--- src/sv/critically_damped_smoother_macros.svh ---
// ----------------------------------------------------------------------------
// critically_damped_smoother assertion macros
// Shared concurrent assertion forms, clocked on clk, disabled in reset.
// ----------------------------------------------------------------------------
`ifndef CRITICALLY_DAMPED_SMOOTHER_MACROS_SVH
`define CRITICALLY_DAMPED_SMOOTHER_MACROS_SVH

// same-cycle implication
`define CDS_ASSERT_IMP(lbl, ante, cons) \
	lbl: assert property (@(posedge clk) disable iff (!arst_n) (ante) |-> (cons)) \
		else $error("critically_damped_smoother: same-cycle check failed");

// next-cycle implication
`define CDS_ASSERT_NXT(lbl, ante, cons) \
	lbl: assert property (@(posedge clk) disable iff (!arst_n) (ante) |=> (cons)) \
		else $error("critically_damped_smoother: next-cycle check failed");

`endif

--- src/sv/cds_pkg.sv ---
// ----------------------------------------------------------------------------
// cds_pkg
// Constants, saturating helpers and unit request types for the smoother.
// ----------------------------------------------------------------------------
`timescale 1ns / 1ps
`default_nettype none
package cds_pkg;

	localparam int FRAC_BITS = 16;

	// smooth time floor: round(0.0001 * 2^F), at least one lsb
	localparam int ST_MIN_RAW = ((1 << FRAC_BITS) + 5000) / 10000;
	localparam logic [31:0] ST_MIN = (ST_MIN_RAW == 0) ? 32'd1 : 32'(ST_MIN_RAW);

	localparam logic [62:0] BIG = 63'h4000_0000_0000_0000;
	localparam logic signed [63:0] BIG_S = 64'sh4000_0000_0000_0000;
	localparam logic [63:0] ONE = 64'd1 << FRAC_BITS;
	localparam logic [63:0] OMEGA_NUM = 64'd1 << (2 * FRAC_BITS + 1);
	localparam logic [63:0] DECAY_NUM = 64'd1 << (2 * FRAC_BITS);
	localparam logic signed [63:0] C48_Q32 = 64'sd2061584256;
	localparam logic signed [63:0] C235_Q32 = 64'sd1009317312;
	localparam logic [30:0] SPEED_UNLIMITED = 31'h7FFF_FFFF;
	localparam logic signed [63:0] FULL_TURN = 64'sd360 <<< FRAC_BITS;
	localparam logic signed [63:0] HALF_TURN = 64'sd180 <<< FRAC_BITS;

	localparam logic [6:0] MUL_STEPS = 7'd63;
	localparam logic [6:0] DIV_STEPS = 7'd64;

	typedef enum logic [1:0] {
		REG_SMOOTH_TIME = 2'd0,
		REG_MAX_SPEED   = 2'd1,
		REG_ANGLE_MODE  = 2'd2
	} cfg_reg_t;

	typedef enum logic {
		OP_MUL = 1'b0,
		OP_DIV = 1'b1
	} unit_op_t;

	// request to the serial unit: mul uses x*y magnitudes, div uses x/y
	typedef struct packed {
		logic        start;
		unit_op_t    op;
		logic [63:0] x;
		logic [63:0] y;
	} unit_req_t;

	typedef struct packed {
		logic         done;
		logic [125:0] prod;
		logic [63:0]  quo;
		logic [63:0]  rem;
	} unit_rsp_t;

	function automatic logic signed [63:0] sclamp(input logic signed [63:0] v);
		if (v > BIG_S)
			return BIG_S;
		if (v < -BIG_S)
			return -BIG_S;
		return v;
	endfunction

	function automatic logic signed [63:0] sadd(input logic signed [63:0] a,
			input logic signed [63:0] b);
		return sclamp(sclamp(a) + sclamp(b));
	endfunction

	// magnitude of a clamped value, at most 2^62
	function automatic logic [62:0] mag63(input logic signed [63:0] v);
		logic signed [63:0] c;
		c = sclamp(v);
		return (c < 0) ? 63'(-c) : 63'(c);
	endfunction

	// shift a full product right by F or 32, saturate at 2^62
	function automatic logic [62:0] umul_fin(input logic [125:0] p, input logic hi);
		logic [63:0] s;
		if (|p[125:64])
			return BIG;
		s = hi ? (p[63:0] >> 32) : (p[63:0] >> FRAC_BITS);
		return (s > {1'b0, BIG}) ? BIG : s[62:0];
	endfunction

	function automatic logic [31:0] sat32(input logic signed [63:0] v);
		if (v > 64'sd2147483647)
			return 32'h7FFF_FFFF;
		if (v < -64'sd2147483648)
			return 32'h8000_0000;
		return v[31:0];
	endfunction

endpackage
`default_nettype wire

--- src/sv/cds_serial_unit.sv ---
// ----------------------------------------------------------------------------
// cds_serial_unit
// Bit-serial shift-add multiplier and restoring divider, one bit per cycle.
// ----------------------------------------------------------------------------
`timescale 1ns / 1ps
`default_nettype none
module cds_serial_unit import cds_pkg::*; (
	input  wire logic      clk,
	input  wire logic      arst_n,
	input  wire unit_req_t req,
	output unit_rsp_t      rsp
);

	logic         busy_q;
	logic         done_q;
	unit_op_t     op_q;
	logic [6:0]   cnt_q;
	logic [125:0] prod_q;
	logic [62:0]  mcand_q;
	logic [63:0]  rem_q;
	logic [63:0]  quo_q;
	logic [63:0]  den_q;

	// one multiplier bit: add multiplicand into upper half, shift right
	logic [63:0] mul_sum;
	logic [63:0] mul_hi;
	assign mul_sum = {1'b0, prod_q[125:63]} + {1'b0, mcand_q};
	assign mul_hi = prod_q[0] ? mul_sum : {1'b0, prod_q[125:63]};

	// one quotient bit: trial subtract
	logic [64:0] div_r;
	logic        div_ge;
	logic [64:0] div_d;
	assign div_r = {rem_q, quo_q[63]};
	assign div_ge = div_r >= {1'b0, den_q};
	assign div_d = div_r - {1'b0, den_q};

	// control
	always_ff @(posedge clk or negedge arst_n) begin
		if (!arst_n) begin
			busy_q <= 1'b0;
			done_q <= 1'b0;
			cnt_q <= '0;
			op_q <= OP_MUL;
		end else begin
			done_q <= busy_q && (cnt_q == 7'd0);
			if (req.start && !busy_q) begin
				busy_q <= 1'b1;
				op_q <= req.op;
				cnt_q <= (req.op == OP_DIV) ? DIV_STEPS - 7'd1 : MUL_STEPS - 7'd1;
			end else if (busy_q) begin
				if (cnt_q == 7'd0) begin
					busy_q <= 1'b0;
				end else begin
					cnt_q <= cnt_q - 7'd1;
				end
			end
		end
	end

	// datapath
	always_ff @(posedge clk) begin
		if (req.start && !busy_q) begin
			prod_q <= {63'd0, req.y[62:0]};
			mcand_q <= req.x[62:0];
			rem_q <= '0;
			quo_q <= req.x;
			den_q <= req.y;
		end else if (busy_q) begin
			if (op_q == OP_MUL) begin
				prod_q <= {mul_hi, prod_q[62:1]};
			end else if (div_ge) begin
				rem_q <= div_d[63:0];
				quo_q <= {quo_q[62:0], 1'b1};
			end else begin
				rem_q <= div_r[63:0];
				quo_q <= {quo_q[62:0], 1'b0};
			end
		end
	end

	assign rsp.done = done_q;
	assign rsp.prod = prod_q;
	assign rsp.quo = quo_q;
	assign rsp.rem = rem_q;

endmodule
`default_nettype wire

--- config.mk ---
export PLATFORM = sky130hd
export DESIGN_NAME = cds_serial_unit
export DESIGN_NICKNAME = d
export VERILOG_FILES = /design/src/sv/critically_damped_smoother_macros.svh /design/src/sv/cds_pkg.sv /design/src/sv/cds_serial_unit.sv
export SDC_FILE = /design/constraint.sdc
export NUM_CORES = 1
export LEC_CHECK = 0
export BUFFER_PORTS_ARGS = -buffer_cell sky130_fd_sc_hd__buf_4
export CAP_MARGIN = 5
export CELL_PAD_IN_SITES_DETAIL_PLACEMENT = 2
export CELL_PAD_IN_SITES_GLOBAL_PLACEMENT = 2
export CORE_ASPECT_RATIO = 2
export CORE_MARGIN = 4
export CORE_UTILIZATION = 35
export DETAILED_ROUTE_END_ITERATION = 12
export PLACE_DENSITY = 0.85
export SYNTH_ARGS = -nofsm -noshare
export SYNTH_HDL_FRONTEND = slang
export SYNTH_SLANG_ARGS = --single-unit
--- constraint.sdc ---
create_clock -name clk -period 6.89 [get_ports clk]
set_clock_uncertainty 0.1 [all_clocks]
set_input_delay 0.689 -clock clk [delete_from_list [all_inputs] [get_ports clk]]
set_output_delay 0.689 -clock clk [all_outputs]
set_load 0.02 [all_outputs]
# --- Yosys cells after proc, flatten, opt, wreduce, memory -nomap -nowiden ---
# Index checks and enable logic that the tools add are counted.
# W data, S select, Z words.
totals:
  regBits: 391
  in_bits: 132
classes:
  eq_ne: 2
  addsub: 3
  muxes: 16
  bitwise_logic: 1
  order_cmp: 1
  n_reduce_logical: 11
op_table:
  columns: ["op", "count"]
  rows:
  - ["$mux W64", 5]
  - ["$mux W63", 3]
  - ["$ge A65 B64 Y1", 1]
  - ["$add A63 B63 Y64", 1]
  - ["$sub A64 B64 Y64", 1]
  - ["$mux W7", 3]
  - ["$reduce_and A2 Y1", 5]
  - ["$logic_not A7 Y1", 1]
  - ["$sub A7 B1 Y7 const B", 1]
  - ["$mux W1", 5]
  - ["$reduce_bool A2 Y1", 2]
  - ["$logic_and A1 B1 Y1", 2]
  - ["$ne A2 B1 Y1 const B", 1]
  - ["$ne A2 B2 Y1 const B", 1]
  - ["$logic_not A1 Y1", 1]
  - ["$not A1 Y1", 1]

# --- Logic depth before layout (Yosys ltp) ---
logic_depth:
  word_depth: 5
  depth_mapped: 15

# --- Worst setup path before layout ---
# No wires, ideal clock.
synth_path:
  kind: "in2reg"
  start: "in req[129] (netlist bit)"
  end: "reg den_q[0] (enable)"
  arrival_ps: 4622
  n_path_buf: 2
  setup_ps: 541
  slack_ps: 1626
  stages: 4
  path_cell_list: "nand2b_1 > clkbuf_1 > clkinv_1 > clkbuf_1"
synth_via:
  elab_chain_cells: 1
synth_rtl:
  columns: ["element", "line", "source"]
  rows:
  - ["start: declaration", "cds_serial_unit.sv:10", "input wire unit_req_t req,"]
  - ["$logic_and A1 B1 Y1", "cds_serial_unit.sv:63", "if (req.start && !busy_q) begin"]
  - ["end signal: assignment", "cds_serial_unit.sv:68", "den_q <= req.y;"]
  - ["end: declaration", "cds_serial_unit.sv:22", "logic [63:0] den_q;"]
# No other way between the ends.
# A chain may end at the register's enable or synchronous reset.

# --- Worst setup path after layout ---
layout_path:
  start: "reg den_q[1]"
  end: "reg rem_q[35]"
layout_via:
  elab_chain_cells: 2
  word_cells_on_any_way: 3
  cone_classes: "1 x add/sub; 1 x order compare; 1 x mux"
layout_rtl:
  columns: ["element", "line", "source"]
  rows:
  - ["$sub A64 B64 Y64 / $ge A65 B64 Y1 (equally long branches)", "cds_serial_unit.sv:36, cds_serial_unit.sv:35", null]
  - ["$mux W64 *", "cds_serial_unit.sv:72", "end else if (div_ge) begin"]
  - ["end signal: assignment", "cds_serial_unit.sv:73", "rem_q <= div_d[63:0];"]
  - ["end signal: assignment", "cds_serial_unit.sv:76", "rem_q <= div_r[63:0];"]
  - ["end: declaration", "cds_serial_unit.sv:20", "logic [63:0] rem_q;"]
# Mark *: on every way between the ends. The rest lies on a longest branch, timed or not.

==> metrics <==
slowest CP cell buf_4; Peak VDD IR 0.000204 V; Worst Hold Class primary input to flop; Synth Instances 2,460; FF-to-FF setup slack between 2 and 3 ns; Pwr Total 12.0 mW; Setup Buffers After CTS 0; #FFs+latches synth 391; Detail Placement HPWL between 60 and 70 mm; Async SR Flop Fraction 0.0256; drt wl/cell between 20 and 30 µm; Worst-Margin Slew 1.02 ns; number of global-route vias before repair 23,000; pre-CTS setup slack 2.58 ns; die width ~190 µm; Worst Setup End Kind flop; RSZ-0062 raised after global routing no; total number of vias roughly 20,000; IO Pins 387; first-pass GRT wire length approximately 140 mm; Final setup viols 0; Layout area overhead 22.2%; Mapped Nets between 2,000 and 3,000; sequential share of the synthesized area 0.467; clk_lat worst skew approximately 0.58 ns; Post-synth EDFFs around 250; CTS Buf Count 41; largest net degree at the start of global routing ~110; Critical Path RT 7.18 ns; final WL just over 90 mm; vias per cell 5.62; status finished, final reports clean; MaxCap Viol Count 0; Critical Path Source Type flop; total gr overflow 0; Max FO, Critical Path 69; Hold Slack 0.205 ns; pwr/cell area approximately 440 nW/µm²; nets@finish 3,041; H-tree levels 2; Fmax between 200 and 250 MHz; Final Critical Period 4.19 ns; Global Route Usage Sum 0.257; GP Congestion roughly 0.9; number of synthesis warnings 0; CTS root buffer clkbuf_16; Avg Cell Area, Syn between 9 and 10 µm²; Leak 11.9 nW; input/output buffers 386; Clock Path Buffers 3; Initial Util 0.355; post-synth top area share 0.342; placed cell areas approximately 26,000 µm²; most frequent CP cell buf_4; fin. max-slew vios 0; Fin Setup TNS 0 ns; Post-CTS Hold Buffers 1; part of the cycle the worst path needs 0.608; crit path DAT between 4 and 5 ns; Worst Setup Path Type flop to flop; final hold vios 0; Std-Cell Core Area 62,900 µm²; synth top area cells edfxtp_1 34%, dfxtp_1 11%, nand2_1 9.7%; post-route cell area around 27,000 µm²; initial antenna violation count 4; clk sink count just under 400; Residual DRC 0; row count between 100 and 150; CTS tree yes; ys flop type edfxtp_1; Detailed Route Iter0 Violations 739; share of layout cells above drive strength 1 0.176; area leader, netlist edfxtp_1; Pre-antenna DRT Iters 5; area of the mapped netlist 22,300 µm²; final setup margin roughly 2.7 ns; worst rel slew slack 0.319; CP max stage delay 0.64 ns; Cell variety after synth 84; post-cts resize count 0; DIE HEIGHT approximately 370 µm; crit path cell chain inv_1 > ha_1 > nor2b_1 > o31a_1 > o31ai_2 > a21oi_1 > o22ai_1 > buf_4 > o21ai_1 > a31oi_4 > buf_4 > mux2i_1 > o21ai_0; Die ar. between 60,000 and 70,000 µm²; Clock transition at path regs roughly 0.07 ns; ANT nets after route 0
[synthesized netlist by cell type (10+ instances only)]
library cell  instances
a22oi_1              32
o21ai_0             196
and2_1               11
edfxtp_1            254
nand4_1              32
ha_1                128
nor2b_1              15
nand2_1             575
mux2i_1              38
nor3_1               29
xnor2_1              62
o211ai_1             10
a211oi_1             14
a22o_1               10
and3_1               12
a21oi_1             179
a32oi_1              19
inv_1               112
a31oi_1              25
nor2_1              118
o21a_1               17
nand3_1              32
nand2b_1             16
a21o_1               64
xor2_1               46
o21bai_1             21
dfrtp_1              10
dfxtp_1             127
o21ai_1              12
clkbuf_1            110
[registers in the layout, summed over array words and instances (netlist names)]
signal   cells
rem_q       64
busy_q       1
mcand_q     63
op_q         1
quo_q       64
cnt_q        7
done_q       1
prod_q     126
den_q       64
[per-stage QoR]
stage / utilization / instances
after floorplan: - / 2460
after global placement: 0.411 / 3527
after detailed placement: 0.411 / 3527
after CTS: 0.433 / 3603
after global routing: 0.433 / 3603
final: 0.433 / 3604
[area by class of cell]
type | instances | area, µm²
Fill cell | 6919 | 35700
Multi-Input combinational cell | 1827 | 11000
Sequential cell | 391 | 10400
Timing Repair Buffer | 405 | 3040
Clock buffer | 54 | 1130
Tap cell | 792 | 991
Inverter | 113 | 432
Clock inverter | 21 | 258
Antenna cell | 1 | 2.50
[worst max-delay path, delay by kind of cell, from the launching register on]
kind / cells / cell delay [ns]
adders and majority gates: 1 / 0.24
AOI/OAI and AO/OA: 7 / 1.78
and+or+nand+nor: 1 / 0.15
DFF: 1 / 0.43
buffers and inverters: 3 / 0.96
muxes: 1 / 0.30
[worst paths after layout]
kind,from,to,depth (start not counted)
setup / recovery,den_q[1],rem_q[35],13
hold / removal,req[40],den_q[40],1
setup reg to reg,den_q[1],rem_q[35],13
hold reg to reg,cnt_q[6],done_q,1
max in group asynchronous,arst_n,cnt_q[2],2
min in group asynchronous,arst_n,cnt_q[1],2
[layer usage]
metal	GRT usage	vias to the layer above	routed length [µm]
met4	0.0991	4	3800
li1	-	9382	-
met2	0.526	516	51100
met3	0.0518	179	4500
met5	0	-	38
met1	0.248	10200	31700
[cells in the final DEF, fill, tap and decap left out, types with 14 or more instances in the layout]
cell | synthesis | layout
nand2_1 | 575 | 575
buf_4 | 4 | 404
edfxtp_1 | 254 | 254
o21ai_0 | 196 | 196
a21oi_1 | 179 | 179
ha_1 | 128 | 128
dfxtp_1 | 127 | 127
nor2_1 | 118 | 115
inv_1 | 112 | 110
a21o_1 | 64 | 64
xnor2_1 | 62 | 62
xor2_1 | 46 | 46
clkbuf_16 | 0 | 42
mux2i_1 | 38 | 38
nand3_1 | 32 | 32
nand4_1 | 32 | 32
a22oi_1 | 32 | 32
nor3_1 | 29 | 29
a31oi_1 | 25 | 24
o21bai_1 | 21 | 21
a32oi_1 | 19 | 19
o21a_1 | 17 | 17
nand2b_1 | 16 | 15
nor2b_1 | 15 | 14
a211oi_1 | 14 | 14
[cell families (layout without fill, tap and decap cells)]
group	after synthesis	in the layout	share of synthesized area
mux	40	40	0.0180
buf+inv	242	593	0.0426
simple gates	879	879	0.168
flops	391	391	0.467
other cells	0	1	0
fa+ha+maj	130	130	0.0735
xor+xnor	108	108	0.0424
compound gates	670	670	0.189
[report_power, final]
part / internal (mW) / switching (mW) / total, mW
sequential: 2.95 / 0.520 / 3.47
combinational: 2.30 / 3.83 / 6.12
clock: 1.35 / 1.01 / 2.36
Power figures use the tool's default switching activity.
